**src/sv/nsfc_pkg.sv**
```systemverilog
// Shared constants, types and helper functions for the NMEA sentence framer/checker.
package nsfc_pkg;

    // Sentence length limit and the width of the position counter
    localparam int MAX_LEN = 128;
    localparam int POS_W   = $clog2(MAX_LEN);
    localparam int LEN_W   = 7;
    localparam int LEN_MAX = 127;

    // Sentence type codes
    localparam logic [1:0] KIND_GNRMC = 2'd0;
    localparam logic [1:0] KIND_GPGSA = 2'd1;
    localparam logic [1:0] KIND_GNGGA = 2'd2;

    // Special characters
    localparam logic [7:0] CH_DOLLAR = 8'h24;
    localparam logic [7:0] CH_CR     = 8'h0D;
    localparam logic [7:0] CH_STAR   = 8'h2A;

    // Type names, one row per type code, first character first
    localparam logic [7:0] KIND_NAMES [3][5] = '{
        '{8'h47, 8'h4E, 8'h52, 8'h4D, 8'h43},   // GNRMC
        '{8'h47, 8'h50, 8'h47, 8'h53, 8'h41},   // GPGSA
        '{8'h47, 8'h4E, 8'h47, 8'h47, 8'h41}    // GNGGA
    };

    // Output tdata: 26 bits of fields, padded to 32
    localparam int OUT_TDATA_W = 32;

    typedef struct packed {
        logic [LEN_W-1:0] sentence_length;
        logic [7:0]       received_sum;
        logic [7:0]       computed_sum;
        logic             checksum_ok;
        logic [1:0]       sentence_kind;
    } t_result;

    // Hex digit decode: valid flag and nibble value, either case
    typedef struct packed {
        logic       valid;
        logic [3:0] value;
    } t_hex;

    function automatic t_hex hex_decode(input logic [7:0] c);
        t_hex h;
        h.valid = 1'b1;
        h.value = 4'd0;
        if (c >= 8'h30 && c <= 8'h39) begin
            h.value = 4'(c - 8'h30);
        end else if (c >= 8'h41 && c <= 8'h46) begin
            h.value = 4'(c - 8'h37);
        end else if (c >= 8'h61 && c <= 8'h66) begin
            h.value = 4'(c - 8'h57);
        end else begin
            h.valid = 1'b0;
        end
        return h;
    endfunction

    // Saturate a position to the reported length width
    function automatic logic [LEN_W-1:0] sat_len(input logic [POS_W-1:0] p);
        int v;
        v = int'(p);
        return (v > LEN_MAX) ? LEN_W'(LEN_MAX) : LEN_W'(v);
    endfunction

endpackage

```
**src/sv/nsfc_framer.sv**
```systemverilog
// Sentence state tracker: type match, running XOR, checksum digits, result build.
module nsfc_framer
    import nsfc_pkg::*;
(
    input  logic       i_clk,
    input  logic       i_rst_n,
    input  logic       i_step,
    input  logic [7:0] i_byte,
    output logic       o_res_valid,
    output t_result    o_res
);

    logic             r_in_sentence, n_in_sentence;
    logic [POS_W-1:0] r_pos, n_pos;
    logic [2:0]       r_cand, n_cand;
    logic [7:0]       r_xor, n_xor;
    logic             r_star, n_star;
    logic [1:0]       r_cnt, n_cnt;
    logic             r_bad, n_bad;
    logic [7:0]       r_acc, n_acc;

    logic             start;
    logic             act;
    logic [POS_W-1:0] pos;
    logic [2:0]       cand;
    logic [7:0]       cur_xor;
    logic             star;
    logic [1:0]       cnt;
    logic             bad;
    logic [7:0]       acc;
    logic [2:0]       match;
    logic [2:0]       idx;
    logic             in_type;
    logic             drop;
    logic             is_cr;
    t_hex             hex;

    // Restart the sentence state on '$'
    always_comb begin
        start   = (i_byte == CH_DOLLAR);
        act     = start | r_in_sentence;
        pos     = start ? '0     : r_pos;
        cand    = start ? 3'b111 : r_cand;
        cur_xor = start ? 8'd0   : r_xor;
        star    = start ? 1'b0   : r_star;
        cnt     = start ? 2'd0   : r_cnt;
        bad     = start ? 1'b0   : r_bad;
        acc     = start ? 8'd0   : r_acc;
    end

    // Compare the byte against each type name at positions one to five
    always_comb begin
        in_type = (int'(pos) >= 1) && (int'(pos) <= 5);
        idx     = in_type ? 3'(int'(pos) - 1) : 3'd0;
        for (int k = 0; k < 3; k++) begin
            match[k] = !in_type || (KIND_NAMES[k][idx] == i_byte);
        end
    end

    // Next state and result
    always_comb begin
        n_in_sentence = r_in_sentence;
        n_pos         = r_pos;
        n_cand        = r_cand;
        n_xor         = r_xor;
        n_star        = r_star;
        n_cnt         = r_cnt;
        n_bad         = r_bad;
        n_acc         = r_acc;
        o_res_valid   = 1'b0;
        hex           = hex_decode(i_byte);
        is_cr         = (i_byte == CH_CR);
        drop          = 1'b0;

        o_res.sentence_kind   = cand[0] ? KIND_GNRMC : (cand[1] ? KIND_GPGSA : KIND_GNGGA);
        o_res.checksum_ok     = star && (cnt == 2'd2) && !bad && (acc == cur_xor);
        o_res.computed_sum    = cur_xor;
        o_res.received_sum    = star ? acc : 8'd0;
        o_res.sentence_length = sat_len(pos);

        if (i_step && act) begin
            n_in_sentence = 1'b1;
            n_pos         = pos;
            n_cand        = cand & match;
            n_xor         = cur_xor;
            n_star        = star;
            n_cnt         = cnt;
            n_bad         = bad;
            n_acc         = acc;

            // Drop on unknown type or on reaching the length limit
            if ((int'(pos) == 5) && ((cand & match) == 3'b000)) begin
                drop = 1'b1;
            end
            if (int'(pos) >= MAX_LEN - 1) begin
                drop = 1'b1;
            end

            if (drop) begin
                n_in_sentence = 1'b0;
            end else if (is_cr) begin
                n_in_sentence = 1'b0;
                o_res_valid   = (int'(pos) > 5);
            end else begin
                if (int'(pos) >= 1) begin
                    if (!star) begin
                        if (i_byte == CH_STAR) begin
                            n_star = 1'b1;
                        end else begin
                            n_xor = cur_xor ^ i_byte;
                        end
                    end else if (cnt < 2'd2) begin
                        if (!hex.valid) begin
                            n_bad = 1'b1;
                        end else begin
                            n_acc = {acc[3:0], hex.value};
                        end
                        n_cnt = cnt + 2'd1;
                    end else begin
                        n_bad = 1'b1;
                    end
                end
                n_pos = POS_W'(int'(pos) + 1);
            end
        end
    end

    // Hold the sentence state
    always_ff @(posedge i_clk) begin
        if (!i_rst_n) begin
            r_in_sentence <= 1'b0;
            r_pos         <= '0;
            r_cand        <= 3'b111;
            r_xor         <= 8'd0;
            r_star        <= 1'b0;
            r_cnt         <= 2'd0;
            r_bad         <= 1'b0;
            r_acc         <= 8'd0;
        end else begin
            r_in_sentence <= n_in_sentence;
            r_pos         <= n_pos;
            r_cand        <= n_cand;
            r_xor         <= n_xor;
            r_star        <= n_star;
            r_cnt         <= n_cnt;
            r_bad         <= n_bad;
            r_acc         <= n_acc;
        end
    end

endmodule

```
**src/sv/nsfc_out_stage.sv**
```systemverilog
// Result register with stream handshake toward the consumer.
module nsfc_out_stage
    import nsfc_pkg::*;
(
    input  logic                   i_clk,
    input  logic                   i_rst_n,
    input  logic                   i_load,
    input  t_result                i_res,
    input  logic                   i_m_tready,
    output logic                   o_free,
    output logic                   o_m_tvalid,
    output logic [OUT_TDATA_W-1:0] o_m_tdata
);

    logic    r_valid, n_valid;
    t_result r_res;

    // Slot can take a new result when empty or being drained
    assign o_free = !r_valid || i_m_tready;

    always_comb begin
        n_valid = r_valid;
        if (i_m_tready) begin
            n_valid = 1'b0;
        end
        if (i_load) begin
            n_valid = 1'b1;
        end
    end

    always_ff @(posedge i_clk) begin
        if (!i_rst_n) begin
            r_valid <= 1'b0;
        end else begin
            r_valid <= n_valid;
        end
    end

    // Capture the result payload
    always_ff @(posedge i_clk) begin
        if (i_load) begin
            r_res <= i_res;
        end
    end

    assign o_m_tvalid = r_valid;
    assign o_m_tdata  = OUT_TDATA_W'(r_res);

endmodule

```
**src/sv/nmea_sentence_framer_checker_top.sv**
```systemverilog
// Top level of the NMEA sentence framer and checksum checker.
//
//  channel | direction | tdata fields (lowest bit first)
//  s_axis  | in        | rx_byte[7:0]
//  m_axis  | out       | sentence_kind[1:0], checksum_ok[2], computed_sum[10:3],
//          |           | received_sum[18:11], sentence_length[25:19], zero[31:26]
//
// One byte per cycle unless a stalled result holds the input register; a byte
// waits in the input register and its result, if any, is loaded into the result
// register as the byte advances. Synchronous active-low reset clears the sentence
// state and both valid flags. Input stays open while the input register is empty
// or the result slot is empty or draining.
module nmea_sentence_framer_checker_top
    import nsfc_pkg::*;
(
    input  logic                   i_clk,
    input  logic                   i_rst_n,
    input  logic                   i_s_tvalid,
    output logic                   o_s_tready,
    input  logic [7:0]             i_s_tdata,   // rx_byte[7:0]
    output logic                   o_m_tvalid,
    input  logic                   i_m_tready,
    output logic [OUT_TDATA_W-1:0] o_m_tdata    // kind, ok, computed, received, length
);

    logic       r_in_valid, n_in_valid;
    logic [7:0] r_in_byte;
    logic       out_free;
    logic       step;
    logic       res_valid;
    t_result    res;

    // Advance the held byte when the result slot can take its outcome
    assign step       = r_in_valid && out_free;
    assign o_s_tready = !r_in_valid || out_free;

    always_comb begin
        n_in_valid = r_in_valid;
        if (step) begin
            n_in_valid = 1'b0;
        end
        if (i_s_tvalid && o_s_tready) begin
            n_in_valid = 1'b1;
        end
    end

    always_ff @(posedge i_clk) begin
        if (!i_rst_n) begin
            r_in_valid <= 1'b0;
        end else begin
            r_in_valid <= n_in_valid;
        end
    end

    // Capture the incoming byte
    always_ff @(posedge i_clk) begin
        if (i_s_tvalid && o_s_tready) begin
            r_in_byte <= i_s_tdata;
        end
    end

    nsfc_framer u_framer (
        .i_clk       (i_clk),
        .i_rst_n     (i_rst_n),
        .i_step      (step),
        .i_byte      (r_in_byte),
        .o_res_valid (res_valid),
        .o_res       (res)
    );

    nsfc_out_stage u_out (
        .i_clk      (i_clk),
        .i_rst_n    (i_rst_n),
        .i_load     (res_valid),
        .i_res      (res),
        .i_m_tready (i_m_tready),
        .o_free     (out_free),
        .o_m_tvalid (o_m_tvalid),
        .o_m_tdata  (o_m_tdata)
    );

`ifndef SYNTHESIS
    // A full input register that cannot advance blocks new input
    a_in_block: assert property (@(posedge i_clk) disable iff (!i_rst_n)
        (r_in_valid && !out_free) |-> !o_s_tready)
        else $error("input accepted while held byte is blocked");

    // Results are only produced when the byte actually advances
    a_res_step: assert property (@(posedge i_clk) disable iff (!i_rst_n)
        res_valid |-> step)
        else $error("result without a step");

    // Reported type is one of the three codes
    a_kind: assert property (@(posedge i_clk) disable iff (!i_rst_n)
        o_m_tvalid |-> (o_m_tdata[1:0] != 2'b11))
        else $error("invalid sentence kind");

    // A reported sentence is longer than its type field
    a_len: assert property (@(posedge i_clk) disable iff (!i_rst_n)
        o_m_tvalid |-> (o_m_tdata[25:19] > 7'd5))
        else $error("result for a sentence shorter than its type");
`endif

endmodule

```
**config.mk**
```make
export PLATFORM = sky130hd
export DESIGN_NAME = nmea_sentence_framer_checker_top
export DESIGN_NICKNAME = d
export VERILOG_FILES = /design/src/sv/nsfc_pkg.sv /design/src/sv/nsfc_framer.sv /design/src/sv/nsfc_out_stage.sv /design/src/sv/nmea_sentence_framer_checker_top.sv
export SDC_FILE = /design/constraint.sdc
export NUM_CORES = 1
export LEC_CHECK = 0
export ABC_CLOCK_PERIOD_IN_PS = 14410
export BUFFER_PORTS_ARGS = -buffer_cell sky130_fd_sc_hd__buf_2
export CELL_PAD_IN_SITES_DETAIL_PLACEMENT = 0
export CELL_PAD_IN_SITES_GLOBAL_PLACEMENT = 1
export CORE_UTILIZATION = 48
export CTS_CLUSTER_DIAMETER = 30
export DETAILED_ROUTE_END_ITERATION = 16
export PLACE_DENSITY_LB_ADDON = 0.3
export RECOVER_POWER = 25
export SYNTH_ARGS = -nofsm -noshare
export SYNTH_HDL_FRONTEND = slang
export SYNTH_HIERARCHICAL = 1
export SYNTH_SLANG_ARGS = --single-unit
export TNS_END_PERCENT = 1
```
**constraint.sdc**
```tcl
create_clock -name i_clk -period 14.41 [get_ports i_clk]
set_input_delay 2.882 -clock i_clk [delete_from_list [all_inputs] [get_ports i_clk]]
set_output_delay 2.882 -clock i_clk [all_outputs]
set_load 0.05 [all_outputs]
```
Word level (Yosys, flattened, before mapping)
Memory sizes are Yosys's and may differ from the RTL's.
Cells that the tools add are included.
{"block": "classes", "add_sub_neg": 6, "multipliers": 0, "div": 0, "magnitude_cmp": 12, "eq_ne": 9, "shift": 0, "mux": 62, "n_bitwise": 4, "reduce_logical": 23}
{"op": "two-way mux 8 bit", "n": 19}
{"op": "== test 8 bit", "n": 4}
{"op": "two-way mux 1 bit", "n": 28}
{"op": "two-way mux 7 bit", "n": 3}
{"op": "== test 8 x 6 -> 1 bit, second input constant", "n": 2}
{"op": ">= comparator 8 x 7 -> 1 bit, second input constant", "n": 2}
{"op": "less-or-equal comparator 8 x 7 -> 1 bit, second input constant", "n": 2}
{"op": "two-way mux 2 bit", "n": 7}
{"op": "two-way mux 4 bit", "n": 3}
{"op": "logical AND 1 bit", "n": 11}
{"op": "== test 8 x 4 -> 1 bit, second input constant", "n": 1}
{"op": ">= comparator 8 x 6 -> 1 bit, second input constant", "n": 1}
{"op": "less-or-equal comparator 8 x 6 -> 1 bit, second input constant", "n": 1}
{"op": "subtractor 4 x 3 -> 4 bit, second input constant", "n": 2}
{"op": "XOR 8 bit", "n": 1}
{"op": "adder 7 x 1 -> 7 bit, second input constant", "n": 1}
{"op": "== test 7 x 4 -> 1 bit, second input constant", "n": 1}
{"op": ">= comparator 7 x 1 -> 1 bit, second input constant", "n": 1}
{"op": ">= comparator 7 bit, second input constant", "n": 1}
{"op": "> comparator 7 x 3 -> 1 bit, second input constant", "n": 1}
{"op": "less-or-equal comparator 7 x 3 -> 1 bit, second input constant", "n": 1}
{"op": "two-way mux 3 bit", "n": 2}
{"op": "logical OR 1 bit", "n": 5}
{"op": ">= comparator 4 bit, second input constant", "n": 1}
{"op": "other kinds (11)", "n": 15}
{"block": "word_totals", "reg_bits": 67, "latchBits": 0, "mem_bits_rw": 0, "rom_bits": 192, "inputBits": 12, "out_inout_bits": 34, "wordCells": 135, "n_memories": 3}
{"memory": "(name not given)", "depth": 8, "width": 8, "rd": 1, "rd_clocked_by_memory_dff": 0, "wr": 0, "line_no": "nsfc_framer.sv:56", "rtl": "match[k] = !in_type || (KIND_NAMES[k][idx] == i_byte);"}
{"memory": "(name not given)", "depth": 8, "width": 8, "rd": 1, "rd_clocked_by_memory_dff": 0, "wr": 0, "line_no": "nsfc_framer.sv:56"}
{"memory": "(name not given)", "depth": 8, "width": 8, "rd": 1, "rd_clocked_by_memory_dff": 0, "wr": 0, "line_no": "nsfc_framer.sv:56"}

Longest topological paths before layout
Gate-level depths: netlist of run 1.
{"block": "depth", "word_depth": 20, "ltp_mapped": 20, "mapped_depth_nobuf": 17}

By module
Netlist of run 1, hierarchy kept.
{"module": "nsfc_framer", "instances": 1, "cells_each": 347, "area_per_inst_um2": 2588.7, "seq_area_each_um2": 620.6}
{"module": "nsfc_out_stage", "instances": 1, "cells_each": 37, "area_per_inst_um2": 878.3, "seq_area_each_um2": 800.8}
{"module": "nmea_sentence_framer_checker_top", "instances": 1, "cells_each": 14, "area_per_inst_um2": 305.3, "seq_area_each_um2": 260.2}

Worst setup path before layout of run 1
Ideal clock, no wire load.
{"block": "synth_path", "path_kind": "input -> output", "from": "in i_m_tready", "to": "out o_s_tready", "t_arrival_ns": 3.246, "slack_ns": 8.282, "path_stages": 2, "path_buffers": 0, "cell_sequence": "nand2b_4 nand2b_4"}
{"block": "synth_between", "elab_chain_len": 2}
{"item": "start, declared", "line_no": "nmea_sentence_framer_checker_top.sv:22", "rtl": "input logic i_m_tready,"}
{"item": "logical OR 1 bit", "line_no": "nsfc_out_stage.sv:19", "rtl": "assign o_free = !r_valid || i_m_tready;"}
{"item": "logical OR 1 bit", "line_no": "nmea_sentence_framer_checker_top.sv:35", "rtl": "assign o_s_tready = !r_in_valid || out_free;"}
{"item": "end, declared", "line_no": "nmea_sentence_framer_checker_top.sv:19", "rtl": "output logic o_s_tready,"}
Every way passes these cells.

Worst setup path after layout of run 1
{"block": "layout_path", "from": "in i_m_tready", "to": "out o_s_tready"}
{"block": "layout_between", "elab_chain_len": 2}
{"item": "logical OR 1 bit", "line_no": "nsfc_out_stage.sv:19"}
{"item": "net out_free", "line_no": "nmea_sentence_framer_checker_top.sv:28", "rtl": "logic out_free;"}
{"item": "logical OR 1 bit", "line_no": "nmea_sentence_framer_checker_top.sv:35"}
The timed path passes the listed nets, and every way through them passes these cells.

==> results of run 1 <==
## worst max path at each step
stage | from | end | slack [ps] | depth (start not counted)
detailed placement | i_m_tready | o_s_tready | 8060 | 4
finish | i_m_tready | o_s_tready | 8060 | 4
global route | i_m_tready | o_s_tready | 8030 | 4
CTS | i_m_tready | o_s_tready | 8060 | 4
global placement | i_m_tready | o_s_tready | 8060 | 4
floorplan | i_m_tready | o_s_tready | 8280 | 2
## through the flow
step | power, mW | utilization [%]
floorplan | 0.228 | -
global placement | 0.233 | 53.6
detailed placement | 0.233 | 53.6
CTS | 0.409 | 56.6
global route | 0.421 | 56.5
finish | 0.405 | 56.5
## cell type report
cell class / count / area share, %
Clock buffer: 9 / 2.96
Inverter: 17 / 1.53
Tap cell: 99 / 2.96
Sequential cell: 67 / 40.2
Multi-Input combinational cell: 285 / 44.8
Timing Repair Buffer: 43 / 5.20
Clock inverter: 7 / 2.36
## registers in the layout, summed over array words and instances, names as in the netlist
register,count
u_framer/r_cand,3
u_framer/r_in_sentence,1
u_framer/r_cnt,2
r_in_valid,1
u_framer/r_pos,7
u_framer/r_bad,1
u_out/o_m_tdata,26
u_out/o_m_tvalid,1
u_framer/r_star,1
u_framer/r_acc,8
r_in_byte,8
u_framer/r_xor,8
## synthesized netlist by cell type (all sizes together) (2+ instances only)
cell type,count,area [um^2]
clkbuf,21,78.8
xor2,6,52.6
o2111ai,3,26.3
nand4,15,93.8
nor4,2,18.8
edfxtp,34,1020
o21bai,2,15.0
xnor2,8,70.1
nor2,24,90.1
or4b,2,23.8
mux2i,5,50.1
a21oi,16,80.1
nor3,16,80.1
o311ai,2,17.5
a32oi,3,26.3
nor2b,3,18.8
and2,18,116
inv,17,63.8
nand2,42,158
a31o,8,70.1
o21ai,7,35.0
and3,7,43.8
o22ai,3,32.5
o221ai,4,60.1
a211oi,3,27.5
or3,4,25.0
nand4b,4,35.0
a21boi,3,30.0
and4,4,35.0
a31oi,4,25.0
nor4b,2,23.8
nand2b,4,40.0
ha,10,125
a311o,2,20.0
dfxtp,33,661
buf,13,93.8
o211ai,2,15.0
nand3,28,153
## critical path: cells and delay by family
family / cells / cell delay [ps]
AND/OR/NAND/NOR: 2 / 280
buffers and inverters: 2 / 310
## routing by layer
metal	vias up	track usage [%]	share of wire [%]
met5	-	0	0
met2	91	36.7	49
met1	1450	27.3	45
met4	0	11.4	1.8
met3	15	3.62	4.7
li1	1504	-	-
## power groups by stage
| stage | logic, mW | clock network, mW | registers, mW |
|---|---|---|---|
| floorplan | 0.0207 | 0 | 0.207 |
| global placement | 0.0213 | 0 | 0.212 |
| detailed placement | 0.0216 | 0 | 0.212 |
| CTS | 0.0217 | 0.180 | 0.207 |
| global route | 0.0242 | 0.189 | 0.208 |
| finish | 0.0217 | 0.176 | 0.207 |
## cell families after synthesis
kind of cell	after synthesis	synth area share, %
buffers and inverters	51	6.27
XOR/XNOR	14	3.25
flip-flops	67	44.6
other	1	0.0994
AO/OA/AOI/OAI	69	14.3
adder cells (fa/ha/maj)	10	3.32
AND/OR/NAND/NOR	180	26.6
multiplexers	6	1.63
==> run_results.csv, run 1 <==
group,metric,value,unit
drt,drt-total-wl,8460,um
placement,dp_cells,511,
clocking,clkSinkCount,67,
grt,grt_usage,22.0,%
power_and_ir_drop,switchingPower,0.0969,mW
timing,max_freq,158,MHz
timing,slew_headroom,9.87,%
drt,drtPass1Iterations,5,
timing,post-route-min-period,6350,ps
clocking,cts-htree-levels,3,
power_and_ir_drop,p_leak,1.57,nW
timing,finalHoldViolCount,0,
grt,grt_pass1_vias,2893,
hold_path,hold_end,"u_framer/r_cnt[0]",
timing,worst_pin_slew,1350,ps
clocking,cts_root_buf,"clkbuf_8",
layout,instances_no_fill,527,
timing,tns,0,ps
clocking,cts_tree,"built",
power_and_ir_drop,comb_power_share,5.4,%
synth,yosysUniqueCellTypes,66,
layout,final_cell_mix,"nand2_1, buf_2, edfxtp_1",
die,ioPinCount,46,
drt,dr_total_vias,3060,
worst_setup_path,cp.arrival,3470,ps
worst_setup_path,worstSetupEndpointType,"output pin",
placement,dp_hpwl,5690,um
worst_setup_path,critPathLaunchType,"input pin",
power_and_ir_drop,power_density,96.8,nW/um^2
layout,regArea,1680,um^2
timing,rsz0062_at_grt,"no",
synth,ys_warn_count,6,
worst_setup_path,critPathSlowestCell,"buf_2",
worst_setup_path,crit_type,"input pin to output pin",
worst_setup_path,required,11530,ps
grt,grt_pass1_wl,14200,um
placement,dp_slack,8060,ps
drt,drc_errors,0,
placement,placed_area,3970,um^2
layout,diodes,0,
synth,synth-main-ff-cell,"edfxtp_1",
worst_setup_path,worstPathCellList,"buf_2 -> nand2b_4 -> nand2b_4 -> buf_2",
clocking,clock_path_buffers,2,
power_and_ir_drop,p_clk_share,43.4,%
timing,final.period_utilization,44.1,%
die,coreArea,7410,um^2
timing,drv_slew,0,
drt,vias_per_cell,5.81,
worst_setup_path,rrSetupSlack,9180,ps
clocking,cts_buffers,9,
power_and_ir_drop,ir_worst_vdd,0.0489,mV
synth,synth_edf_count,34,
hold_path,holdPathStages,2,
synth,synth_seq_cells,67,
power_and_ir_drop,seq_power_share,51.2,%
worst_setup_path,reg2reg_depth,14,
layout,final_common_cell,"nand2_1",
clocking,cts_resized,0,
run_status,status,"finished clean",
layout,fillers,669,
timing,setup_viol,0,
worst_setup_path,r2r_start,"r_in_byte[4]",
hold_path,holdCritStartpoint,"u_framer/r_cnt[0]",
grt,grt-ovfl-total,0,
die,die_w,90.7,um
layout,postLayoutCellArea,4180,um^2
power_and_ir_drop,swShare,23.9,%
clocking,clock_latency,360,ps
drt,wire_per_inst,16.0,um
synth,syn_area,3770,um^2
die,dieArea,8220,um^2
worst_setup_path,slowest_delay,210,ps
timing,fin_ws,8060,ps
grt,antenna_found_initial,0,
die,start_util,50.9,%
layout,multiInputGateArea,1870,um^2
synth,avgSynthCellArea,9.48,um^2
clocking,postCtsHoldBufs,0,
worst_setup_path,reg2reg_to,"u_out/o_m_tdata[16]",
grt,grt_max_degree,36,
synth,synth_seq_area_share,44.6,%
layout,areaGrowthSynthToFinish,10.9,%
die,die_h,90.7,um
drt,drtIter0Drc,194,
timing,skew,13.9,ps
die,row_count,31,
hold_path,min_path_type,"flop to flop",
job,max-cap-violations,0,
placement,port_buffers,39,
clocking,postCtsSetupBuffers,0,
layout,drive_gt1_share,18.0,%
worst_setup_path,cp_max_fo,3,
clocking,path_clk_slew,70,ps
timing,worst_hold_slack,479,ps
synth,netlist_instances,398,
power_and_ir_drop,p_int,0.308,mW
synth,synthArstFlopShare,0,%
drt,postRouteAntennaNets,0,
placement,gp_congestion,0.825,
layout,layout.nets,445,
Note: power is estimated with default switching activity, not from simulation.
==> inputs of run 2 (changes only) <==
--- a/config.mk
+++ b/config.mk
@@ -5,11 +5,11 @@
 export SDC_FILE = /design/constraint.sdc
 export NUM_CORES = 1
 export LEC_CHECK = 0
-export ABC_CLOCK_PERIOD_IN_PS = 14410
+export ABC_CLOCK_PERIOD_IN_PS = 6550
 export BUFFER_PORTS_ARGS = -buffer_cell sky130_fd_sc_hd__buf_2
 export CELL_PAD_IN_SITES_DETAIL_PLACEMENT = 0
 export CELL_PAD_IN_SITES_GLOBAL_PLACEMENT = 1
-export CORE_UTILIZATION = 48
+export CORE_UTILIZATION = 45
 export CTS_CLUSTER_DIAMETER = 30
 export DETAILED_ROUTE_END_ITERATION = 16
 export PLACE_DENSITY_LB_ADDON = 0.3
==> constraint.sdc (replaced) <==
create_clock -name i_clk -period 6.55 [get_ports i_clk]
set_input_delay 1.31 -clock i_clk [delete_from_list [all_inputs] [get_ports i_clk]]
set_output_delay 1.31 -clock i_clk [all_outputs]
set_load 0.05 [all_outputs]
==> run_results.csv, run 2 (synthesis gave the netlist of run 1 again) <==
group,metric,value,unit
layout,final_common_cell,"nand2_1",
worst_setup_path,reg2reg_depth,13,
run_status,status,"finished, violations left",
drt,drt-total-wl,9130,um
grt,use_met3,3.74,%
placement,dp_slack,2270,ps
worst_setup_path,critPathLaunchType,"flop",
layout,largest_register_ffs,26,
grt,grt_pass1_wl,14400,um
worst_setup_path,worstSetupEndpointType,"flop",
layout,layout.nets,447,
clocking,postCtsSetupBuffers,0,
drt,dr_total_vias,3133,
drt,vias_per_cell,5.86,
power_and_ir_drop,ir_worst_vdd,0.114,mV
hold_path,holdPathStages,2,
die,die_w,93.6,um
power_and_ir_drop,p_leak,1.54,nW
timing,max_freq,227,MHz
layout,areaGrowthSynthToFinish,10.7,%
timing,final.period_utilization,67.2,%
timing,fin_ws,2150,ps
die,start_util,46.1,%
grt,grt_usage,21.6,%
timing,post-route-min-period,4400,ps
die,ioPinCount,46,
worst_setup_path,cp.arrival,4600,ps
timing,setup_viol,0,
layout,drive_gt1_share,14.9,%
worst_setup_path,cp-startpoint,"u_framer/r_pos[3]",
grt,busiest_layer,"met2",
clocking,clock_latency,350,ps
grt,grt_pass1_vias,2876,
placement,port_buffers,39,
clocking,postCtsHoldBufs,0,
layout,instances_no_fill,535,
die,row_count,33,
placement,dp_hpwl,6180,um
drt,drtIter0Drc,218,
timing,slew_headroom,-7.80,%
grt,antenna_found_initial,0,
clocking,cts_root_buf,"clkbuf_8",
worst_setup_path,crit_end,"u_framer/r_acc[2]",
placement,gp_congestion,0.850,
grt,grtUsageMet2,34.4,%
clocking,path_clk_slew,80,ps
layout,diodes,0,
worst_setup_path,required,6740,ps
timing,finalHoldViolCount,0,
layout,final_cell_mix,"nand2_1, edfxtp_1, dfxtp_1",
timing,rsz0062_at_grt,"no",
grt,gr-usage-met1,28.7,%
clocking,cts_tree,"built",
job,max-cap-violations,1,
clocking,cts-htree-levels,3,
drt,wire_per_inst,17.1,um
clocking,cts_resized,0,
grt,grt_max_degree,36,
worst_setup_path,crit_type,"flop to flop",
die,die_h,93.6,um
clocking,cts_buffers,9,
worst_setup_path,rrSetupSlack,2150,ps
worst_setup_path,cp_max_fo,24,
worst_setup_path,reg2reg_to,"u_framer/r_acc[2]",
die,coreArea,8180,um^2
drt,drc_errors,0,
drt,postRouteAntennaNets,0,
worst_setup_path,r2r_start,"u_framer/r_pos[3]",
die,dieArea,8750,um^2
timing,worst_pin_slew,1620,ps
clocking,clock_path_buffers,2,
grt,grt-ovfl-total,0,
power_and_ir_drop,power_density,215,nW/um^2
timing,tns,0,ps
timing,drv_slew,36,
run_status,failed_checks,"capacitance limit, slew limit",
hold_path,min_path_type,"flop to flop",
drt,drtPass1Iterations,5,
clocking,clkSinkCount,67,
placement,dp_cells,519,
timing,skew,14.5,ps
## run 2: changes by cell type in the layout (fill, tap and decap cells not counted), moves of 6 or more
cell	change
and2_0	-6
and2_1	+7
buf_2	-12
clkbuf_1	+12
## run 2: metal layers
layer	share of wire, %	vias up
met2	46	122
met5	0	-
met4	2.2	0
li1	-	1494
met3	4.9	16
met1	47	1501
## run 2: final cells by class
| class | instances | area (um^2) |
|---|---|---|
| Clock buffer | 10 | 138 |
| Clock inverter | 6 | 87.6 |
| Fill cell | 787 | 4000 |
| Inverter | 17 | 63.8 |
| Multi-Input combinational cell | 285 | 1860 |
| Sequential cell | 67 | 1680 |
| Tap cell | 105 | 131 |
| Timing Repair Buffer | 45 | 218 |
## run 2: critical path, stage by stage, from the launching register on
cell and delay, ps:
dfxtp_1 380, or4_4 570, a211oi_1 640, nand2_1 210, inv_1 140, ha_1 260, a221oi_1 280, o21a_1 160
o2111ai_1 140, o31a_1 310, o22ai_4 280, buf_4 340, and3_1 400, o311ai_1 150
## run 2: worst min-delay path by stage
| stage | from | endpoint | slack [ps] |
|---|---|---|---|
| global placement | u_framer/r_bad | u_framer/r_bad | 440 |
| floorplan | u_framer/r_bad | u_framer/r_bad | 430 |
| CTS | u_framer/r_bad | u_framer/r_bad | 460 |
| global route | u_framer/r_bad | u_framer/r_bad | 500 |
| detailed placement | u_framer/r_bad | u_framer/r_bad | 450 |
| finish | u_framer/r_bad | u_framer/r_bad | 460 |
## run 2: through the flow
stage | hold slack, ps | instance area, um^2 | power, mW | utilization [%]
after floorplan | 427 | 3790 | 0.502 | -
after detailed placement | 449 | 4000 | 0.514 | 48.9
after CTS | 460 | 4220 | 0.904 | 51.6
after global placement | 440 | 4000 | 0.513 | 48.9
after global routing | 500 | 4180 | 0.927 | 51.1
final | 462 | 4180 | 0.899 | 51.1
## run 2: where the power goes
group / internal (mW) / total, mW / switching (mW)
combinational: 0.0174 / 0.0493 / 0.0319
sequential: 0.443 / 0.455 / 0.0122
clock: 0.225 / 0.394 / 0.168
